File: src/rtl/cbbb_pkg.sv
// Shared constants and register map for the colour blob bounding box block.
package cbbb_pkg;

  localparam int unsigned DimW   = 11;
  localparam int unsigned FloorW = 8;
  localparam int unsigned CountW = 19;
  localparam int unsigned ChanW  = 8;
  localparam int unsigned EdgeW  = 11;
  localparam int unsigned SizeW  = 10;

  localparam int unsigned InDataW  = 24;
  localparam int unsigned OutDataW = 80;
  localparam int unsigned AddrW    = 4;
  localparam int unsigned RegDataW = 32;

  localparam logic [1:0] RegFrameWidth  = 2'd0;
  localparam logic [1:0] RegFrameHeight = 2'd1;
  localparam logic [1:0] RegRedFloor    = 2'd2;
  localparam logic [1:0] RegMinCount    = 2'd3;

  localparam logic [DimW-1:0]   FrameWidthRst  = 11'd320;
  localparam logic [DimW-1:0]   FrameHeightRst = 11'd240;
  localparam logic [FloorW-1:0] RedFloorRst    = 8'd80;
  localparam logic [CountW-1:0] MinCountRst    = 19'd15;

  localparam logic [CountW-1:0] CountMax = {CountW{1'b1}};

endpackage

File: src/rtl/color_blob_bounding_box_top.sv
// Top level: red blob bounding box over a raster RGB pixel stream.
// The frame result is loaded into the output register as the last pixel is taken, and is valid in the cycle after.
// Throughput: one pixel per cycle; input stalls only while an unread result blocks the output.
// All work for a pixel is one pass of compare and min/max logic into the state registers.
// Reset (rst_ni low, asynchronous) clears position, accumulators and output valid, and loads
// the register defaults: width 320, height 240, red floor 80, minimum count 15.
module color_blob_bounding_box_top #(
  parameter int unsigned MAX_DIM = 1024
) (
  input  logic                           clk_i,
  input  logic                           rst_ni,
  // tdata: red [7:0], green [15:8], blue [23:16]
  input  logic                           s_axis_tvalid,
  output logic                           s_axis_tready,
  input  logic [cbbb_pkg::InDataW-1:0]   s_axis_tdata,
  // tdata: pixel_count [18:0], left_edge [29:19], right_edge [40:30], blob_size [50:41],
  //        center_x [61:51], center_y [72:62], zero fill [79:73]
  output logic                           m_axis_tvalid,
  input  logic                           m_axis_tready,
  output logic [cbbb_pkg::OutDataW-1:0]  m_axis_tdata,
  // tuser: detected [0]
  output logic                           m_axis_tuser,
  input  logic                           psel,
  input  logic                           penable,
  input  logic                           pwrite,
  input  logic [cbbb_pkg::AddrW-1:0]     paddr,
  input  logic [cbbb_pkg::RegDataW-1:0]  pwdata,
  output logic [cbbb_pkg::RegDataW-1:0]  prdata,
  output logic                           pready
);
  import cbbb_pkg::*;

  localparam int unsigned PosW = $clog2(MAX_DIM);
  localparam int unsigned CmpW = ($clog2(MAX_DIM + 1) > DimW) ? $clog2(MAX_DIM + 1) : DimW;

  // configuration registers
  logic [DimW-1:0]   frame_width_q, frame_height_q;
  logic [FloorW-1:0] red_floor_q;
  logic [CountW-1:0] min_count_q;
  logic              cfg_wr;

  assign pready = 1'b1;
  assign cfg_wr = psel & penable & pwrite & pready;

  always_ff @(posedge clk_i or negedge rst_ni) begin
    if (!rst_ni) begin
      frame_width_q  <= FrameWidthRst;
      frame_height_q <= FrameHeightRst;
      red_floor_q    <= RedFloorRst;
      min_count_q    <= MinCountRst;
    end else if (cfg_wr) begin
      unique case (paddr[3:2])
        RegFrameWidth:  frame_width_q  <= pwdata[DimW-1:0];
        RegFrameHeight: frame_height_q <= pwdata[DimW-1:0];
        RegRedFloor:    red_floor_q    <= pwdata[FloorW-1:0];
        RegMinCount:    min_count_q    <= pwdata[CountW-1:0];
        default:        ;
      endcase
    end
  end

  always_comb begin
    prdata = '0;
    unique case (paddr[3:2])
      RegFrameWidth:  prdata = RegDataW'(frame_width_q);
      RegFrameHeight: prdata = RegDataW'(frame_height_q);
      RegRedFloor:    prdata = RegDataW'(red_floor_q);
      RegMinCount:    prdata = RegDataW'(min_count_q);
      default:        prdata = '0;
    endcase
  end

  // effective frame size: zero acts as one, above MAX_DIM acts as MAX_DIM
  logic [CmpW-1:0] fw_raw, fh_raw, fw_eff, fh_eff;

  always_comb begin
    fw_raw = CmpW'(frame_width_q);
    fh_raw = CmpW'(frame_height_q);
    if (fw_raw == '0) begin
      fw_eff = CmpW'(1);
    end else if (fw_raw > CmpW'(MAX_DIM)) begin
      fw_eff = CmpW'(MAX_DIM);
    end else begin
      fw_eff = fw_raw;
    end
    if (fh_raw == '0) begin
      fh_eff = CmpW'(1);
    end else if (fh_raw > CmpW'(MAX_DIM)) begin
      fh_eff = CmpW'(MAX_DIM);
    end else begin
      fh_eff = fh_raw;
    end
  end

  // per-frame state
  logic [PosW-1:0]   column_q, row_q;
  logic [CountW-1:0] count_q, count_d;
  logic              seen_q;
  logic [PosW-1:0]   lcol_q, gcol_q, lrow_q, grow_q;
  logic [PosW-1:0]   lcol_d, gcol_d, lrow_d, grow_d;

  logic [ChanW-1:0] red, green, blue;
  logic             in_acc, hit, last_col, last_row, frame_end;

  assign red   = s_axis_tdata[ChanW-1:0];
  assign green = s_axis_tdata[2*ChanW-1:ChanW];
  assign blue  = s_axis_tdata[3*ChanW-1:2*ChanW];

  logic out_valid_q;
  assign s_axis_tready = !out_valid_q || m_axis_tready;
  assign in_acc        = s_axis_tvalid && s_axis_tready;

  assign last_col  = CmpW'(column_q) >= (fw_eff - CmpW'(1));
  assign last_row  = CmpW'(row_q) >= (fh_eff - CmpW'(1));
  assign frame_end = last_col && last_row;

  assign hit = !column_q[0] && !row_q[0] && (red > red_floor_q) && (red > green)
               && (red > blue);

  always_comb begin
    count_d = count_q;
    lcol_d  = lcol_q;
    gcol_d  = gcol_q;
    lrow_d  = lrow_q;
    grow_d  = grow_q;
    if (hit) begin
      if (count_q != CountMax) begin
        count_d = count_q + CountW'(1);
      end
      if (!seen_q || column_q < lcol_q) begin
        lcol_d = column_q;
      end
      if (column_q > gcol_q) begin
        gcol_d = column_q;
      end
      if (!seen_q || row_q < lrow_q) begin
        lrow_d = row_q;
      end
      if (row_q > grow_q) begin
        grow_d = row_q;
      end
    end
  end

  always_ff @(posedge clk_i or negedge rst_ni) begin
    if (!rst_ni) begin
      column_q <= '0;
      row_q    <= '0;
      count_q  <= '0;
      seen_q   <= 1'b0;
      lcol_q   <= '1;
      gcol_q   <= '0;
      lrow_q   <= '1;
      grow_q   <= '0;
    end else if (in_acc) begin
      if (frame_end) begin
        column_q <= '0;
        row_q    <= '0;
        count_q  <= '0;
        seen_q   <= 1'b0;
        lcol_q   <= '1;
        gcol_q   <= '0;
        lrow_q   <= '1;
        grow_q   <= '0;
      end else begin
        if (last_col) begin
          column_q <= '0;
          row_q    <= row_q + PosW'(1);
        end else begin
          column_q <= column_q + PosW'(1);
        end
        count_q <= count_d;
        seen_q  <= seen_q | hit;
        lcol_q  <= lcol_d;
        gcol_q  <= gcol_d;
        lrow_q  <= lrow_d;
        grow_q  <= grow_d;
      end
    end
  end

  // frame result
  logic             det;
  logic [PosW:0]    span, sum_col, sum_row;
  logic [EdgeW-1:0] left_edge, right_edge, center_x, center_y;
  logic [SizeW-1:0] blob_size;

  assign det     = count_d > min_count_q;
  assign span    = ({1'b0, gcol_d} - {1'b0, lcol_d}) + ({1'b0, grow_d} - {1'b0, lrow_d});
  assign sum_col = {1'b0, lcol_d} + {1'b0, gcol_d};
  assign sum_row = {1'b0, lrow_d} + {1'b0, grow_d};

  always_comb begin
    if (det) begin
      left_edge  = EdgeW'(lcol_d);
      right_edge = EdgeW'(gcol_d);
      blob_size  = SizeW'(span[PosW:1]);
      center_x   = EdgeW'(sum_col[PosW:1]);
      center_y   = EdgeW'(sum_row[PosW:1]);
    end else begin
      left_edge  = '1;
      right_edge = '1;
      blob_size  = '0;
      center_x   = '1;
      center_y   = '1;
    end
  end

  logic [OutDataW-1:0] out_data_q;
  logic                out_det_q;

  always_ff @(posedge clk_i or negedge rst_ni) begin
    if (!rst_ni) begin
      out_valid_q <= 1'b0;
    end else if (in_acc && frame_end) begin
      out_valid_q <= 1'b1;
    end else if (m_axis_tready) begin
      out_valid_q <= 1'b0;
    end
  end

  always_ff @(posedge clk_i) begin
    if (in_acc && frame_end) begin
      out_det_q  <= det;
      out_data_q <= OutDataW'({center_y, center_x, blob_size, right_edge, left_edge, count_d});
    end
  end

  assign m_axis_tvalid = out_valid_q;
  assign m_axis_tdata  = out_data_q;
  assign m_axis_tuser  = out_det_q;

endmodule

File: config.mk
export PLATFORM = sky130hd
export DESIGN_NAME = color_blob_bounding_box_top
export DESIGN_NICKNAME = d
export VERILOG_FILES = /design/src/rtl/cbbb_pkg.sv /design/src/rtl/color_blob_bounding_box_top.sv
export SDC_FILE = /design/constraint.sdc
export NUM_CORES = 1
export LEC_CHECK = 0
export ABC_AREA = 1
export BUFFER_PORTS_ARGS = -buffer_cell sky130_fd_sc_hd__buf_2
export CAP_MARGIN = 20
export CORE_UTILIZATION = 25
export DETAILED_ROUTE_END_ITERATION = 6
export GPL_ROUTABILITY_DRIVEN = 0
export SLEW_MARGIN = 20
export SYNTH_ARGS = -nofsm -noshare
export SYNTH_HDL_FRONTEND = slang
export SYNTH_SLANG_ARGS = --single-unit
File: constraint.sdc
create_clock -name clk_i -period 6.6 [get_ports clk_i]
set_input_delay 0.33 -clock clk_i [delete_from_list [all_inputs] [get_ports clk_i]]
set_output_delay 0.33 -clock clk_i [all_outputs]
set_load 0.005 [all_outputs]
Word-level counts from Yosys, hierarchy flattened
Index checks and enable logic that the tools add are counted.
{ "word_totals": {"input_bits": 67, "wordCells": 100, "register_bits": 204} }
{ "classes": {"bitwise": 3, "muxes": 31, "reduce_logical": 24, "n_addsub": 10, "order_cmp": 12, "eq_ne": 4} }
{ "ops": {"columns": ["cell", "count"], "rows": [
  ["$mux W10", 16],
  ["$pmux W32 S4", 1],
  ["$mux W11", 8],
  ["$mux W19", 3],
  ["$gt A8 B8 Y1", 3],
  ["$add A10 B10 Y11", 2],
  ["$ge A10 B11 Y1", 2],
  ["$gt A11 B11 Y1 const B", 2],
  ["$logic_not A11 Y1", 2],
  ["$sub A10 B10 Y11", 2],
  ["$sub A11 B1 Y11 const B", 2],
  ["$add A10 B1 Y10 const B", 2],
  ["$gt A10 B10 Y1", 2],
  ["$lt A10 B10 Y1", 2],
  ["$add A19 B1 Y19 const B", 1],
  ["$gt A19 B19 Y1", 1],
  ["$ne A19 B19 Y1 const B", 1],
  ["$add A11 B11 Y11", 1],
  ["$reduce_and A2 Y1", 5],
  ["$logic_and A1 B1 Y1", 7],
  ["$eq A2 B2 Y1 const B", 2],
  ["$logic_not A1 Y1", 4],
  ["$reduce_bool A2 Y1", 2],
  ["$logic_or A1 B1 Y1", 3],
  ["5 further kinds", 8]
]} }

Logic depth before layout (Yosys ltp)
{ "depth": {"word_depth": 8, "depth_mapped": 32} }

Worst setup path before layout
OpenSTA, ideal clock, no wires.
{ "synth_path": {"path_type": "reg-to-reg", "start": "register frame_width_q[8]", "end": "register out_data_q[0], in the netlist m_axis_tdata[0], enable pin", "slack_ps": 1910, "t_arrival_ps": 4264, "path_buffers": 0, "synth_period_minus_slack_ps": 4690, "path_stages_with_launch": 25, "cell_sequence": "dfstp_2 -> nor2_1 -> inv_1 -> nor2_2 -> nand3_2 -> nor2_1 -> o21ai_0 -> ha_1 -> o21ai_0 -> inv_1 -> nand2_1 -> xnor2_1 -> ha_1 -> nand2_1 -> nor2_1 -> nand2_1 -> o211ai_1 -> nand2_1 -> o211ai_1 -> nand3_1 -> nand2_1 -> nand2_4 -> nor2_2 -> nand2_2 -> inv_1"} }
{ "synth_via": {"elab_chain_len": 7, "word_cells_on_any_way": 8, "classes_between": "add/sub: 1; order compare: 2; mux: 2; reduce/logical: 3"} }
{ "synth_lines": {"columns": ["item", "line", "source"], "rows": [
  ["start, declared", "color_blob_bounding_box_top.sv:37", "logic [DimW-1:0] frame_width_q, frame_height_q;"],
  ["start signal, assigned", "color_blob_bounding_box_top.sv:47", "frame_width_q <= FrameWidthRst;"],
  ["start signal, assigned", "color_blob_bounding_box_top.sv:53", "RegFrameWidth: frame_width_q <= pwdata[DimW-1:0];"],
  ["$gt A11 B11 Y1", "color_blob_bounding_box_top.sv:81", "end else if (fw_raw > CmpW'(MAX_DIM)) begin"],
  ["$mux W11", "color_blob_bounding_box_top.sv:81", null],
  ["$mux W11 *", "color_blob_bounding_box_top.sv:79", "if (fw_raw == '0) begin"],
  ["$sub A11 B1 Y11 *", "color_blob_bounding_box_top.sv:113", "assign last_col = CmpW'(column_q) >= (fw_eff - CmpW'(1));"],
  ["$ge A10 B11 Y1 *", "color_blob_bounding_box_top.sv:113", null],
  ["$logic_and A1 B1 Y1 *", "color_blob_bounding_box_top.sv:115", "assign frame_end = last_col && last_row;"],
  ["$logic_and A1 B1 Y1 *", "color_blob_bounding_box_top.sv:223", "if (in_acc && frame_end) begin"],
  ["end signal, assigned", "color_blob_bounding_box_top.sv:225", "out_data_q <= OutDataW'({center_y, center_x, blob_size, right_edge, left_edge, count_d});"],
  ["end, declared", "color_blob_bounding_box_top.sv:209", "logic [OutDataW-1:0] out_data_q;"]
]} }
Every way passes the cells marked *; elsewhere a longest branch is shown, timed or not.
A chain may end at the register's enable or synchronous reset.

Worst setup path after layout
{ "layout_path": {"start": "register red_floor_q[6]", "end": "register out_data_q[50], in the netlist m_axis_tdata[50], data pin"} }
{ "layout_via": {"elab_chain_len": 7, "word_cells_on_any_way": 13, "classes_between": "add/sub: 3; order compare: 2; mux: 5; reduce/logical: 3"} }
{ "layout_lines": {"columns": ["item", "line", "source"], "rows": [
  ["start, declared", "color_blob_bounding_box_top.sv:38", "logic [FloorW-1:0] red_floor_q;"],
  ["start signal, assigned", "color_blob_bounding_box_top.sv:49", "red_floor_q <= RedFloorRst;"],
  ["start signal, assigned", "color_blob_bounding_box_top.sv:55", "RegRedFloor: red_floor_q <= pwdata[FloorW-1:0];"],
  ["$gt A8 B8 Y1", "color_blob_bounding_box_top.sv:117", "assign hit = !column_q[0] && !row_q[0] && (red > red_floor_q) && (red > green)"],
  ["$logic_and A1 B1 Y1 (2 in a row)", "color_blob_bounding_box_top.sv:117", null],
  ["$logic_and A1 B1 Y1", "color_blob_bounding_box_top.sv:118", "&& (red > blue);"],
  ["$mux W10", "color_blob_bounding_box_top.sv:126", "if (hit) begin"],
  ["net lcol_d[3]", "color_blob_bounding_box_top.sv:100", "logic [PosW-1:0] lcol_d, gcol_d, lrow_d, grow_d;"],
  ["$sub A10 B10 Y11", "color_blob_bounding_box_top.sv:189", "assign span = ({1'b0, gcol_d} - {1'b0, lcol_d}) + ({1'b0, grow_d} - {1'b0, lrow_d});"],
  ["$add A11 B11 Y11", "color_blob_bounding_box_top.sv:189", null]
]} }
The timed path passes the listed nets, and every way through them passes these cells.

==> results_dict.tcl <==
set metrics [dict create \
    slew_viol_final 0 \
    die_y_um 241 \
    gr-total-overflow 0 \
    synth.cell_area_um2 14200 \
    holdCritStartpoint "pwdata[15]" \
    clk_path_buf_depth 3 \
    final_common_cell "nand2_1" \
    fp-row-count 87 \
    finalCritPeriodShare_pct 84.4 \
    postCtsSetupRepairBufs 0 \
    min_path_type "in2reg" \
    nets 2128 \
    multiInputGateArea_um2 7350 \
    ant_nets 0 \
    core_area_um2 56300 \
    first_global_vias 11600 \
    whs_ps 58.7 \
    startpoint "red_floor_q[6]" \
    period_needed_ps 5570 \
    use_met1_pct 18.6 \
    grt_max_degree 68 \
    ys.flop_type "dfrtp_1" \
    syn_avg_cell_area_um2 8.05 \
    seq_area_um2 5430 \
    drive_gt1_share_pct 15.5 \
    p_per_area_nw_per_um2 401 \
    whs_path_depth 3 \
    crit_type "reg2reg" \
    cts.htree.levels 1 \
    setup_viol 0 \
    status "finished clean" \
    viasPerCell 4.48 \
    grtUsageTotal_pct 13.3 \
    finalPower_mw 6.59 \
    drv_cap 0 \
    syn2layout_area_growth_pct 15.6 \
    dr_total_vias 12000 \
    dp_slack_ps 972 \
    cts_tree "yes" \
    yosysWarnings 0 \
    ys_ff_latch 201 \
    rr_worst_depth 26 \
    mostFrequentLayoutCells "nand2_1, inv_1, buf_2" \
    holdPathEnd "min_count_q[15]" \
    worstSetupStartpointType "flip-flop" \
    p_switching_mw 2.96 \
    die_area_um2 57900 \
    cts_buffers 24 \
    fin_setup_tns_ps 0 \
    die_w_um 241 \
    endpoint_kind "flip-flop" \
    syn_inst 1769 \
    crit_required_ps 7010 \
    wl_per_cell_um 14.2 \
    path_max_fanout 19 \
    seqPwrFrac_pct 27.8 \
    fillers 5977 \
    worstMarginPinSlew_ps 1070 \
    reg2reg_to "m_axis_tdata[50]" \
    clock_latency_ps 550 \
    leakage_nw 8.38 \
    finClkSkew_ps 28.9 \
    r2r_start "red_floor_q[6]" \
    antennaDiodeCount 0 \
    initial_core_util_pct 25.3 \
    gr-max-usage-layer "met2" \
    drt_iter0_markers 672 \
    synth_cell_type_count 53 \
    drcViolationCount 0 \
    cts_hold_buf 1 \
    crit_arrival_ps 5970 \
    grt_util_met2_pct 21.3 \
    grtUsageMet3_pct 1.80 \
    cts.sinks 201 \
    synth-edff-count 71 \
    max_freq_ghz 0.180 \
    ir_drop_mv 0.216 \
    wirelength_mm 38.2 \
    intPower_mw 3.64 \
    dpl.hpwl_mm 29.3 \
    clkSlewWorstSetupHoldPaths_ps 60 \
    root_buffer "clkbuf_16" \
    power_frac_comb_pct 51.6 \
    cts_resized 0 \
    grt_pass1_wl_mm 61.3 \
    sw_frac_of_total_pct 44.8 \
    setup_ws_ps 1030 \
    ioPinCount 183 \
    synth-seq-area-share_pct 38.1 \
    max_slew_margin_pct 28.4 \
    rsz0062_at_grt "false" \
    clockPowerShare_pct 20.6 \
    hold_viol_final 0 \
    io_buffers 146 \
    ff2ff_setup_slack_ps 1030 \
    async_flop_share_pct 64.7 \
    antenna_found_initial 0 \
    first_pass_iters 5 \
]
## area by class of cell
cell class                      count  area share (%)
Multi-Input combinational cell   1230            44.7
Sequential cell                   201            33.0
Inverter                          287            6.55
Tap cell                          756            5.75
Timing Repair Buffer              161            5.15
Clock buffer                       28            3.80
Clock inverter                     16            1.09
## power groups by stage
stage	sequential [mW]	combinational, mW	clock [mW]
finish	1.83	3.41	1.36
global route	1.87	3.91	1.44
floorplan	1.75	2.59	0
global placement	1.84	3.23	0
detailed placement	1.85	3.36	0
CTS	1.83	3.39	1.39
## cells by family (layout without fill, tap and decap cells)
group	after synthesis	after routing	share of synthesized area, %
and+or+nand+nor	716	716	21.1
AOI/OAI and AO/OA	284	284	11.9
xor gates and xnor gates	53	53	3.26
other	2	21	0.0528
buffers and inverters	357	492	10.7
adders and majority gates	156	156	14.8
DFF	201	201	38.1
## worst max-delay path: stages (launching register included)
cell     delay [ps]
dfstp_2         540
inv_1            50
ha_1            260
nand2_1          80
nor2_1           60
nand2_1          50
nand2_1          50
nor2_1           70
nand2_1         110
nor2_4          480
buf_4           280
nand2_4         170
o21ai_0         590
fa_1            530
inv_1            80
fa_1            420
ha_1            370
a21oi_1         160
nand2_1         100
a31oi_1         210
o21ai_0         170
nand2_1          80
nand2_1          50
a21oi_1         140
xor2_1          170
inv_1            60
nor2_1           80
## per-stage QoR
stage / utilization (%) / cell area (um2) / instances
6_report: 29.2 / 16500 / 2679
5_1_grt: 29.2 / 16500 / 2679
4_1_cts: 29.2 / 16500 / 2679
3_5_place_dp: 27.8 / 15600 / 2634
3_3_place_gp: 27.8 / 15600 / 2634
2_1_floorplan: - / 14300 / 1788
## sequential cells by signal, indices dropped and copies added, names as in the netlist
register       flops
frame_width_q     11
column_q          10
seen_q             1
gcol_q            10
fh_raw            11
m_axis_tuser       1
count_q           19
grow_q            10
lrow_q            10
lcol_q            10
min_count_q       19
m_axis_tdata      70
red_floor_q        8
m_axis_tvalid      1
row_q             10
## per-layer routing
layer  part of all wire (%)  up-vias  wire length [um]
li1                       -     5958                 -
met1                     48     5666             18500
met2                     44      336             16800
met3                    5.2       51              2000
met4                    2.4        0               931
met5                      0        -                 0
## Yosys cell counts, drive strengths merged, types with 21 or more instances
| library cell | number | share of area [%] |
|---|---|---|
| nor2 | 129 | 3.6 |
| o21ai | 126 | 4.5 |
| ha | 135 | 12 |
| inv | 286 | 7.5 |
| nand3 | 78 | 2.8 |
| edfxtp | 71 | 15 |
| dfrtp | 98 | 17 |
| xor2 | 39 | 2.4 |
| o22ai | 22 | 1.3 |
| buf | 47 | 2.6 |
| nand2 | 462 | 13 |
| dfstp | 32 | 5.9 |
| fa | 21 | 3.0 |
| clkbuf | 23 | 0.61 |
| a21oi | 90 | 3.3 |
## how the worst max path moves through the flow
| stage | to | cells past startpoint |
|---|---|---|
| 2_1_floorplan | m_axis_tdata[0] | 24 |
| 3_3_place_gp | m_axis_tdata[50] | 27 |
| 3_5_place_dp | m_axis_tdata[50] | 27 |
| 4_1_cts | m_axis_tdata[50] | 26 |
| 5_1_grt | m_axis_tdata[42] | 25 |
| 6_report | m_axis_tdata[50] | 26 |
(Power assumes the default switching activity.)
